### config.mk
export PLATFORM = sky130hd
export DESIGN_NAME = login_reply_frame_check
export DESIGN_NICKNAME = d
export VERILOG_FILES = /design/src/hw/rtl/lrfc_pkg.sv /design/src/hw/rtl/lrfc_front.sv /design/src/hw/rtl/lrfc_queue.sv /design/src/hw/rtl/lrfc_back.sv /design/src/hw/rtl/login_reply_frame_check.sv
export VERILOG_INCLUDE_DIRS = /design/src /design/src/hw/rtl
export SDC_FILE = /design/constraint.sdc
export NUM_CORES = 1
export LEC_CHECK = 0
export ABC_CLOCK_PERIOD_IN_PS = 5920
export BUFFER_PORTS_ARGS = -buffer_cell sky130_fd_sc_hd__clkbuf_2
export CAP_MARGIN = 20
export CELL_PAD_IN_SITES_DETAIL_PLACEMENT = 0
export CELL_PAD_IN_SITES_GLOBAL_PLACEMENT = 1
export CORE_MARGIN = 1.5
export CORE_UTILIZATION = 40
export CTS_BUF_LIST = sky130_fd_sc_hd__clkbuf_4
export CTS_CLUSTER_SIZE = 10
export DETAILED_ROUTE_END_ITERATION = 16
export GPL_TIMING_DRIVEN = 0
export MAX_ROUTING_LAYER = met4
export PLACE_DENSITY_LB_ADDON = 0.1
export SYNTH_ARGS = -nofsm -noshare
export SYNTH_HDL_FRONTEND = slang
export SYNTH_SLANG_ARGS = --single-unit
### constraint.sdc
create_clock -name clk -period 5.92 [get_ports clk]
set_clock_uncertainty 0.05 [all_clocks]
set_input_delay 1.184 -clock clk [delete_from_list [all_inputs] [get_ports clk]]
set_output_delay 1.184 -clock clk [all_outputs]
set_load 0.03 [all_outputs]
### src/hw/rtl/login_reply_frame_check_defines.svh
// Assertion macros for the login reply frame checker.
`ifndef LOGIN_REPLY_FRAME_CHECK_DEFINES_SVH
`define LOGIN_REPLY_FRAME_CHECK_DEFINES_SVH

`ifndef SYNTHESIS
`define LRFC_ASSERT_SAME(label, pre, post, msg) \
    label: assert property (@(posedge clk) disable iff (!rst_n) (pre) |-> (post)) \
        else $error(msg);
`define LRFC_ASSERT_NEXT(label, pre, post, msg) \
    label: assert property (@(posedge clk) disable iff (!rst_n) (pre) |=> (post)) \
        else $error(msg);
`else
`define LRFC_ASSERT_SAME(label, pre, post, msg)
`define LRFC_ASSERT_NEXT(label, pre, post, msg)
`endif

`endif

### src/hw/rtl/lrfc_pkg.sv
// Types, constants and helper functions for the login reply frame checker.
package lrfc_pkg;

    localparam int CHAR_W       = 8;
    localparam int COUNT_W      = 9;
    localparam int COUNT_SAT    = 511;
    localparam int WIN_DEPTH    = 7;
    localparam int HEX_DEPTH    = 4;
    localparam int FIELD_END    = 23;
    localparam int MIN_BODY     = 27;
    localparam int MAX_BODY_DEF = 262;
    localparam int POS_W        = 5;

    localparam logic [15:0] CRC_INIT = 16'hFFFF;
    localparam logic [15:0] CRC_POLY = 16'hA001;

    localparam logic [CHAR_W-1:0] CH_COLON = 8'h3A;
    localparam logic [CHAR_W-1:0] CH_ZERO  = 8'h30;
    localparam logic [CHAR_W-1:0] CH_ONE   = 8'h31;
    localparam logic [CHAR_W-1:0] CH_TWO   = 8'h32;
    localparam logic [CHAR_W-1:0] CH_THREE = 8'h33;
    localparam logic [CHAR_W-1:0] CH_FOUR  = 8'h34;
    localparam logic [CHAR_W-1:0] CH_NONE  = 8'h00;

    // body positions with special handling
    localparam logic [POS_W-1:0] POS_LEN_FIRST = 5'd8;
    localparam logic [POS_W-1:0] POS_LEN_LAST  = 5'd11;
    localparam logic [POS_W-1:0] POS_UNIT      = 5'd12;
    localparam logic [POS_W-1:0] POS_FUNC_LO   = 5'd14;

    localparam logic [2:0] MODE_NONE = 3'd0;
    localparam logic [2:0] MODE_P    = 3'd1;
    localparam logic [2:0] MODE_E    = 3'd2;
    localparam logic [2:0] MODE_I    = 3'd3;
    localparam logic [2:0] MODE_A    = 3'd4;

    typedef enum logic [1:0] {
        PH_HUNT,
        PH_BODY,
        PH_DONE
    } phase_t;

    typedef enum logic [3:0] {
        ERR_OK       = 4'd0,
        ERR_NO_FRAME = 4'd1,
        ERR_SHORT    = 4'd2,
        ERR_LONG     = 4'd3,
        ERR_CRC      = 4'd4,
        ERR_TRANS    = 4'd5,
        ERR_PROTO    = 4'd6,
        ERR_LENGTH   = 4'd7,
        ERR_UNIT     = 4'd8,
        ERR_FUNC     = 4'd9,
        ERR_FIRST    = 4'd10,
        ERR_COUNT    = 4'd11
    } err_t;

    // classified character as it travels from front to back
    typedef struct packed {
        logic [CHAR_W-1:0] ch;
        logic              last;
        logic              colon;
        logic              hex_ok;
        logic [3:0]        hex_val;
        logic [2:0]        mode;
    } char_info_t;

    typedef struct packed {
        logic       ok;
        logic [3:0] val;
    } hex_digit_t;

    typedef struct packed {
        logic       frame_ok;
        err_t       error_code;
        logic [2:0] unit_mode;
    } result_t;

    function automatic logic [15:0] crc_byte(input logic [15:0] crc,
                                             input logic [CHAR_W-1:0] b);
        logic [15:0] c;
        c = crc ^ {{8{b[7]}}, b};
        for (int k = 0; k < 8; k++) begin
            c = c[0] ? ((c >> 1) ^ CRC_POLY) : (c >> 1);
        end
        return c;
    endfunction

    function automatic hex_digit_t hex_decode(input logic [CHAR_W-1:0] c);
        hex_digit_t h;
        h.ok  = 1'b1;
        h.val = 4'd0;
        if (c >= 8'h30 && c <= 8'h39) begin
            h.val = 4'(c - 8'h30);
        end
        else if (c >= 8'h41 && c <= 8'h46) begin
            h.val = 4'(c - 8'h37);
        end
        else if (c >= 8'h61 && c <= 8'h66) begin
            h.val = 4'(c - 8'h57);
        end
        else begin
            h.ok = 1'b0;
        end
        return h;
    endfunction

    function automatic logic [2:0] unit_decode(input logic [CHAR_W-1:0] c);
        logic [2:0] m;
        unique case (c)
            8'h50:   m = MODE_P;
            8'h45:   m = MODE_E;
            8'h49:   m = MODE_I;
            8'h41:   m = MODE_A;
            default: m = MODE_NONE;
        endcase
        return m;
    endfunction

    // fixed character expected at a header position, CH_NONE where none is fixed
    function automatic logic [CHAR_W-1:0] expect_char(input logic [POS_W-1:0] pos);
        logic [CHAR_W-1:0] e;
        unique case (pos) inside
            5'd0, 5'd1, 5'd2, 5'd4, 5'd5, 5'd6, 5'd7,
            5'd15, 5'd16, 5'd17, 5'd18, 5'd19, 5'd20, 5'd22: e = CH_ZERO;
            5'd3:    e = CH_ONE;
            5'd21:   e = CH_TWO;
            default: e = CH_NONE;
        endcase
        return e;
    endfunction

    function automatic err_t field_err(input logic [POS_W-1:0] pos);
        err_t e;
        if (pos < 5'd4) begin
            e = ERR_TRANS;
        end
        else if (pos < 5'd8) begin
            e = ERR_PROTO;
        end
        else if (pos < 5'd19) begin
            e = ERR_FIRST;
        end
        else begin
            e = ERR_COUNT;
        end
        return e;
    endfunction

endpackage

### src/hw/rtl/lrfc_front.sv
// Front end: accepts received characters and classifies them for the back end.
module lrfc_front
    import lrfc_pkg::*;
(
    input  logic              s_tvalid,
    output logic              s_tready,
    input  logic [CHAR_W-1:0] s_tdata,   // rx_char[7:0]
    input  logic              s_tlast,   // block_end
    input  logic              q_full,
    output logic              q_push,
    output char_info_t        q_wr_data
);

    hex_digit_t hex;

    assign s_tready = !q_full;
    assign q_push   = s_tvalid && !q_full;
    assign hex      = hex_decode(s_tdata);

    always_comb
    begin
        q_wr_data.ch      = s_tdata;
        q_wr_data.last    = s_tlast;
        q_wr_data.colon   = (s_tdata == CH_COLON);
        q_wr_data.hex_ok  = hex.ok;
        q_wr_data.hex_val = hex.val;
        q_wr_data.mode    = unit_decode(s_tdata);
    end

endmodule

### src/hw/rtl/lrfc_queue.sv
// Two-entry queue of classified characters between front and back end.
module lrfc_queue
    import lrfc_pkg::*;
(
    input  logic       clk,
    input  logic       rst_n,
    input  logic       push,
    input  char_info_t wr_data,
    output logic       full,
    input  logic       pop,
    output logic       valid,
    output char_info_t rd_data
);

    char_info_t entry_reg [2];
    logic       wr_ptr_reg, wr_ptr_next;
    logic       rd_ptr_reg, rd_ptr_next;
    logic [1:0] count_reg, count_next;

    assign full    = (count_reg == 2'd2);
    assign valid   = (count_reg != 2'd0);
    assign rd_data = entry_reg[rd_ptr_reg];

    always_comb
    begin
        wr_ptr_next = push ? !wr_ptr_reg : wr_ptr_reg;
        rd_ptr_next = pop ? !rd_ptr_reg : rd_ptr_reg;
        count_next  = count_reg + 2'(push) - 2'(pop);
    end

    always_ff @(posedge clk or negedge rst_n)
    begin
        if (!rst_n)
        begin
            wr_ptr_reg <= 1'b0;
            rd_ptr_reg <= 1'b0;
            count_reg  <= 2'd0;
        end
        else
        begin
            wr_ptr_reg <= wr_ptr_next;
            rd_ptr_reg <= rd_ptr_next;
            count_reg  <= count_next;
        end
    end

    always_ff @(posedge clk)
    begin
        if (push)
        begin
            entry_reg[wr_ptr_reg] <= wr_data;
        end
    end

endmodule

### src/hw/rtl/lrfc_back.sv
// Back end: frame tracking, CRC, field checks and the result register.
module lrfc_back
    import lrfc_pkg::*;
#(
    parameter int MAX_BODY_CHARS = MAX_BODY_DEF
)
(
    input  logic       clk,
    input  logic       rst_n,
    input  logic       q_valid,
    input  char_info_t q_rd_data,
    output logic       q_pop,
    output logic       res_valid,
    input  logic       res_ready,
    output result_t    res
);

    phase_t            phase_reg, phase_next;
    logic [COUNT_W-1:0] count_reg, count_next;
    logic [15:0]       crc_reg, crc_next;
    logic [CHAR_W-1:0] win_reg [WIN_DEPTH];
    logic [CHAR_W-1:0] win_next [WIN_DEPTH];
    hex_digit_t        hexw_reg [HEX_DEPTH];
    hex_digit_t        hexw_next [HEX_DEPTH];
    logic [15:0]       len_reg, len_next;
    logic              len_bad_reg, len_bad_next;
    err_t              ferr_reg, ferr_next;
    logic [2:0]        mode_reg, mode_next;
    logic              out_valid_reg, out_valid_next;
    result_t           out_reg, out_next;

    char_info_t        in;
    logic              body;
    logic [POS_W-1:0]  pos;
    logic [CHAR_W-1:0] exp_ch;
    logic              func_ok;
    logic [15:0]       rx_crc;
    logic              rx_crc_ok;
    err_t              err;

    assign in        = q_rd_data;
    // a result only waits on the output slot; other characters always drain
    assign q_pop     = q_valid && (!in.last || !out_valid_reg || res_ready);
    assign res_valid = out_valid_reg;
    assign res       = out_reg;
    assign pos       = count_reg[POS_W-1:0];
    assign exp_ch    = expect_char(pos);

    always_comb
    begin
        phase_next   = phase_reg;
        count_next   = count_reg;
        crc_next     = crc_reg;
        win_next     = win_reg;
        hexw_next    = hexw_reg;
        len_next     = len_reg;
        len_bad_next = len_bad_reg;
        ferr_next    = ferr_reg;
        mode_next    = mode_reg;
        body         = 1'b0;
        func_ok      = 1'b0;

        unique case (phase_reg)
            PH_HUNT:
            begin
                if (in.colon)
                begin
                    phase_next = PH_BODY;
                end
            end
            PH_BODY:
            begin
                if (in.colon)
                begin
                    phase_next = PH_DONE;
                end
                else
                begin
                    body = 1'b1;
                end
            end
            PH_DONE:
            begin
                phase_next = PH_DONE;
            end
            default:
            begin
                phase_next = PH_HUNT;
            end
        endcase

        if (body)
        begin
            // CRC trails the body by the window depth
            if (count_reg >= COUNT_W'(WIN_DEPTH))
            begin
                crc_next = crc_byte(crc_reg, win_reg[0]);
            end
            if (count_reg < COUNT_W'(FIELD_END))
            begin
                if (exp_ch != CH_NONE)
                begin
                    if (in.ch != exp_ch && ferr_reg == ERR_OK)
                    begin
                        ferr_next = field_err(pos);
                    end
                end
                else if (pos >= POS_LEN_FIRST && pos <= POS_LEN_LAST)
                begin
                    if (!in.hex_ok)
                    begin
                        len_bad_next = 1'b1;
                    end
                    else
                    begin
                        len_next = {len_reg[11:0], in.hex_val};
                    end
                end
                else if (pos == POS_UNIT)
                begin
                    mode_next = in.mode;
                    if (in.mode == MODE_NONE && ferr_reg == ERR_OK)
                    begin
                        ferr_next = ERR_UNIT;
                    end
                end
                else if (pos == POS_FUNC_LO)
                begin
                    func_ok = (win_reg[WIN_DEPTH-1] == CH_ONE && in.ch == CH_ZERO) ||
                              (win_reg[WIN_DEPTH-1] == CH_ZERO &&
                               (in.ch == CH_THREE || in.ch == CH_FOUR));
                    if (!func_ok && ferr_reg == ERR_OK)
                    begin
                        ferr_next = ERR_FUNC;
                    end
                end
            end
            for (int i = 0; i < WIN_DEPTH - 1; i++)
            begin
                win_next[i] = win_reg[i+1];
            end
            win_next[WIN_DEPTH-1] = in.ch;
            for (int i = 0; i < HEX_DEPTH - 1; i++)
            begin
                hexw_next[i] = hexw_reg[i+1];
            end
            hexw_next[HEX_DEPTH-1].ok  = in.hex_ok;
            hexw_next[HEX_DEPTH-1].val = in.hex_val;
            if (count_reg != COUNT_W'(COUNT_SAT))
            begin
                count_next = count_reg + 1'b1;
            end
        end
    end

    // end-of-block verdict, taken from the state after this character
    always_comb
    begin
        rx_crc_ok = 1'b1;
        for (int i = 0; i < HEX_DEPTH; i++)
        begin
            rx_crc_ok = rx_crc_ok && hexw_next[i].ok;
        end
        rx_crc = rx_crc_ok ? {hexw_next[0].val, hexw_next[1].val,
                              hexw_next[2].val, hexw_next[3].val} : 16'd0;

        if (phase_next != PH_DONE)
        begin
            err = ERR_NO_FRAME;
        end
        else if (count_next < COUNT_W'(MIN_BODY))
        begin
            err = ERR_SHORT;
        end
        else if (count_next > COUNT_W'(MAX_BODY_CHARS))
        begin
            err = ERR_LONG;
        end
        else if (rx_crc != crc_next)
        begin
            err = ERR_CRC;
        end
        else if (ferr_next == ERR_TRANS || ferr_next == ERR_PROTO)
        begin
            err = ferr_next;
        end
        else if (len_bad_next ||
                 {1'b0, len_next} != (17'(count_next) + 17'd2))
        begin
            err = ERR_LENGTH;
        end
        else
        begin
            err = ferr_next;
        end

        out_next.frame_ok   = (err == ERR_OK);
        out_next.error_code = err;
        out_next.unit_mode  = (err == ERR_NO_FRAME) ? MODE_NONE : mode_next;

        if (q_pop && in.last)
        begin
            out_valid_next = 1'b1;
        end
        else if (res_ready)
        begin
            out_valid_next = 1'b0;
        end
        else
        begin
            out_valid_next = out_valid_reg;
        end
    end

    always_ff @(posedge clk or negedge rst_n)
    begin
        if (!rst_n)
        begin
            phase_reg     <= PH_HUNT;
            count_reg     <= '0;
            crc_reg       <= CRC_INIT;
            len_reg       <= '0;
            len_bad_reg   <= 1'b0;
            ferr_reg      <= ERR_OK;
            mode_reg      <= MODE_NONE;
            out_valid_reg <= 1'b0;
        end
        else
        begin
            out_valid_reg <= out_valid_next;
            if (q_pop)
            begin
                if (in.last)
                begin
                    phase_reg   <= PH_HUNT;
                    count_reg   <= '0;
                    crc_reg     <= CRC_INIT;
                    len_reg     <= '0;
                    len_bad_reg <= 1'b0;
                    ferr_reg    <= ERR_OK;
                    mode_reg    <= MODE_NONE;
                end
                else
                begin
                    phase_reg   <= phase_next;
                    count_reg   <= count_next;
                    crc_reg     <= crc_next;
                    len_reg     <= len_next;
                    len_bad_reg <= len_bad_next;
                    ferr_reg    <= ferr_next;
                    mode_reg    <= mode_next;
                end
            end
        end
    end

    // window contents are only read once the body count says they were written
    always_ff @(posedge clk)
    begin
        if (q_pop)
        begin
            win_reg  <= win_next;
            hexw_reg <= hexw_next;
        end
        if (q_pop && in.last)
        begin
            out_reg <= out_next;
        end
    end

endmodule

### src/hw/rtl/login_reply_frame_check.sv
// Top level of the login reply frame checker.
//
// Input stream: one received character per item on s_tdata, s_tlast on the
// last character of a reply block. Output stream: one verdict per block,
// given for the item that carries s_tlast.
// A front end classifies each character into a two-entry queue; the back end
// tracks the frame between the first two colons, runs a CRC-16 (reflected,
// poly A001, init FFFF, each character sign-extended before the XOR) over the
// body less its last seven characters and checks the fixed header fields.
// Throughput: one character per cycle; the back end takes one queue entry a
// cycle except while a block end waits for a held verdict to be taken.
// The verdict reaches m_tvalid through the queue entry written when the last
// character is accepted and then the output register, loaded when the back
// end pops that entry.
// Reset clears the frame state and empties queue and output register.
// A stalled m_tready holds the verdict; characters of the next block keep
// flowing until a second block end reaches the back end, after which the
// queue fills and s_tready drops.
`include "login_reply_frame_check_defines.svh"

module login_reply_frame_check
    import lrfc_pkg::*;
#(
    parameter int MAX_BODY_CHARS = MAX_BODY_DEF
)
(
    input  logic              clk,
    input  logic              rst_n,
    input  logic              s_tvalid,
    output logic              s_tready,
    input  logic [CHAR_W-1:0] s_tdata,   // rx_char[7:0]
    input  logic              s_tlast,   // block_end
    output logic              m_tvalid,
    input  logic              m_tready,
    output logic [7:0]        m_tdata    // frame_ok[0], error_code[4:1], unit_mode[7:5]
);

    logic       q_full;
    logic       q_push;
    logic       q_pop;
    logic       q_valid;
    char_info_t q_wr_data;
    char_info_t q_rd_data;
    result_t    res;

    lrfc_front u_front (
        .s_tvalid  (s_tvalid),
        .s_tready  (s_tready),
        .s_tdata   (s_tdata),
        .s_tlast   (s_tlast),
        .q_full    (q_full),
        .q_push    (q_push),
        .q_wr_data (q_wr_data)
    );

    lrfc_queue u_queue (
        .clk     (clk),
        .rst_n   (rst_n),
        .push    (q_push),
        .wr_data (q_wr_data),
        .full    (q_full),
        .pop     (q_pop),
        .valid   (q_valid),
        .rd_data (q_rd_data)
    );

    lrfc_back #(
        .MAX_BODY_CHARS (MAX_BODY_CHARS)
    ) u_back (
        .clk       (clk),
        .rst_n     (rst_n),
        .q_valid   (q_valid),
        .q_rd_data (q_rd_data),
        .q_pop     (q_pop),
        .res_valid (m_tvalid),
        .res_ready (m_tready),
        .res       (res)
    );

    assign m_tdata = {res.unit_mode, res.error_code, res.frame_ok};

    `LRFC_ASSERT_SAME(a_ok_matches_code, m_tvalid, res.frame_ok == (res.error_code == ERR_OK), "frame_ok disagrees with error_code")
    `LRFC_ASSERT_SAME(a_no_frame_mode, m_tvalid && res.error_code == ERR_NO_FRAME, res.unit_mode == MODE_NONE, "unit_mode set without a frame")
    `LRFC_ASSERT_SAME(a_no_push_when_full, q_push, !q_full, "queue written while full")
    `LRFC_ASSERT_NEXT(a_block_end_gives_result, q_pop && q_rd_data.last, m_tvalid, "block end left no result")

endmodule
==> metrics.cfg <==
[status]
run_status=finished clean

[grt]
grt_start_max_net_pins=57
grtUsageTotal=0.227
grt_pass1_vias=7058
grt_antenna_before_repair=1
gr-total-overflow=0
grt_first_pass_wirelength_um=40500

[finish]
largest_reg_flops=56
final_cells=1206
fillers=2175
syn_to_final_growth_pct=9.24
multi_input_area_mm2=0.00413
post-route-util=0.451
num-nets-final=906
drive_gt1_frac=0.145
regArea_mm2=0.00502

[timing]
grt_setup_unrepaired=false
slew_headroom=0.302
min_period_over_period=0.825
hold_viol=0
worstMarginPinSlew_ps=1020
clock.fmax_mhz=205
drv_slew=0
fin_crit_ps=4890
setup_ws_ps=1030
setup_viol=0

[route]
first_pass_iters=6
drc=0
routed_wl_um=25700
drt_iter0_drc=660
ant_nets=0
vias=7038
via_per_inst=5.84
wl_per_cell_um=21.3

[power]
ir_drop_mv=0.234
p_per_area_mw_per_mm2=440
leakagePower_nw=3.71

[worst_setup_path]
crit_required_ps=6180
reg2reg_slack_ps=1030
crit_path_end_kind=flip-flop
worstSetupStartpointType=flip-flop
crit_type=reg -> reg
path_max_fanout=29
cp.arrival_ps=5140

[logic_synthesis]
synth_ff_type=edfxtp_1
synth_area_leaders=edfxtp_1, dfrtp_1, dfstp_2
synth_edf_count=120
synth_common_cells=edfxtp_1, nand2_1, o21ai_0
syn_area_per_cell_um2=11.3
syn_inst=837
ys_async_sr_fraction=0.318
synth_cell_type_count=88
synth.top_cell.area_share=0.382
yosys.area.top_type=edfxtp_1
syn_area_mm2=0.00943
yosysMostFrequentCell=edfxtp_1
synth_seq_cells=176
ys_warn_count=0
syn-num-nets=864
seq_area_frac_synth=0.533

[clocking]
worst_skew_pair.late_latency_ps=620
clockRootBuffer=clkbuf_4
clk_pin_slew_ps=230
clock-sinks=176
cts_buffers=17
cts_buffer_depth=2
holdBufCountCts=0
cts.htree.levels=4
post_cts_resized=0
cts_tree=yes
cts_setup_buffers=0

[hold_path]
hold_path.class=reg -> reg

[placed_design]
pre_cts_slack_ps=985
port_buffers=22
dp_hpwl_um=18200
routabilityCongestion=0.928
place_inst=1173

[floorplan]
die_w_um=157
initial_core_util=0.413
die_h_um=157
rows=55
core-area_mm2=0.0228
ios=23
die_area_mm2=0.0245

[job]
cap_violations=0

-- critical path, cell delays in order (launching register included) --
cell	delay [ps]
dfrtp_1	430
buf_4	210
buf_2	300
buf_1	550
mux2i_1	810
o22ai_1	240
clkbuf_1	380
clkbuf_1	480
nor2_4	790
buf_12	280
-- where the power goes --
group | internal (mW) | switching, mW | leakage, nW
combinational | 0.567 | 1.27 | 1.70
clock | 0.214 | 0.559 | 0.168
sequential | 1.76 | 0.161 | 1.85
total | 2.54 | 1.99 | 3.71
-- layout by cell type, fill, tap and decap left out, types with 18 or more instances in the layout --
cell / synthesis / routed
edfxtp_1: 120 / 120
nand2_1: 81 / 81
o21ai_0: 52 / 52
nor2_1: 49 / 47
a21oi_1: 42 / 42
dfrtp_1: 40 / 40
xnor2_1: 32 / 32
mux2i_1: 28 / 28
inv_1: 22 / 22
clkbuf_1: 21 / 21
clkbuf_2: 0 / 21
nand3_1: 19 / 19
nor3_1: 19 / 19
clkbuf_4: 0 / 18
-- metrics by stage --
| stage | TNS [ps] | hold WS, ps | area, um^2 | total power, mW |
|---|---|---|---|---|
| floorplan | 0 | 350 | 9430 | 3.15 |
| finish | 0 | 380 | 10300 | 4.53 |
| global route | 0 | 382 | 10300 | 4.78 |
| global placement | -75950 | 351 | 9930 | 3.74 |
| CTS | 0 | 388 | 10300 | 4.56 |
| detailed placement | 0 | 355 | 9960 | 3.78 |
-- path summary, 6_finish.rpt --
kind                               startpoint                  end  cells after the start
setup / recovery           u_queue.rd_ptr_reg   u_back.win_reg[19]                      9
hold / removal             u_back.win_reg[38]   u_back.win_reg[46]                      0
setup reg to reg           u_queue.rd_ptr_reg   u_back.win_reg[19]                      9
hold reg to reg            u_back.win_reg[38]   u_back.win_reg[46]                      0
max in group asynchronous               rst_n  u_back.count_reg[5]                      1
min in group asynchronous               rst_n   u_queue.rd_ptr_reg                      1
-- final cells by class --
cell class                 count  area share
antenna                        1    0.000243
buffer                        42      0.0193
clock buffer                  17      0.0124
clock inverter                15      0.0199
inverter                      23     0.00839
multi-input combinational    596       0.401
sequential                   176       0.488
tap                          313      0.0380
timing repair buffer          23      0.0129
-- cell families (layout without fill, tap and decap cells) --
logic type | count (synthesis) | in the layout | synth area share
XOR/XNOR | 53 | 53 | 0.0567
AO/OA/AOI/OAI | 205 | 205 | 0.151
flip-flops | 176 | 176 | 0.533
adder cells (fa/ha/maj) | 14 | 14 | 0.0186
buffers and inverters | 65 | 120 | 0.0301
multiplexers | 47 | 47 | 0.0535
other | 0 | 1 | 0
AND/OR/NAND/NOR | 277 | 277 | 0.157
-- metal layers --
layer / up-vias / global-route usage / wire length, um
met5: - / - / 0
met1: 3551 / 0.301 / 11700
met2: 204 / 0.369 / 12400
li1: 3260 / - / -
met3: 23 / 0.0291 / 1200
met4: 0 / 0.0590 / 349
No activity file was read; power rests on OpenSTA's default activity.
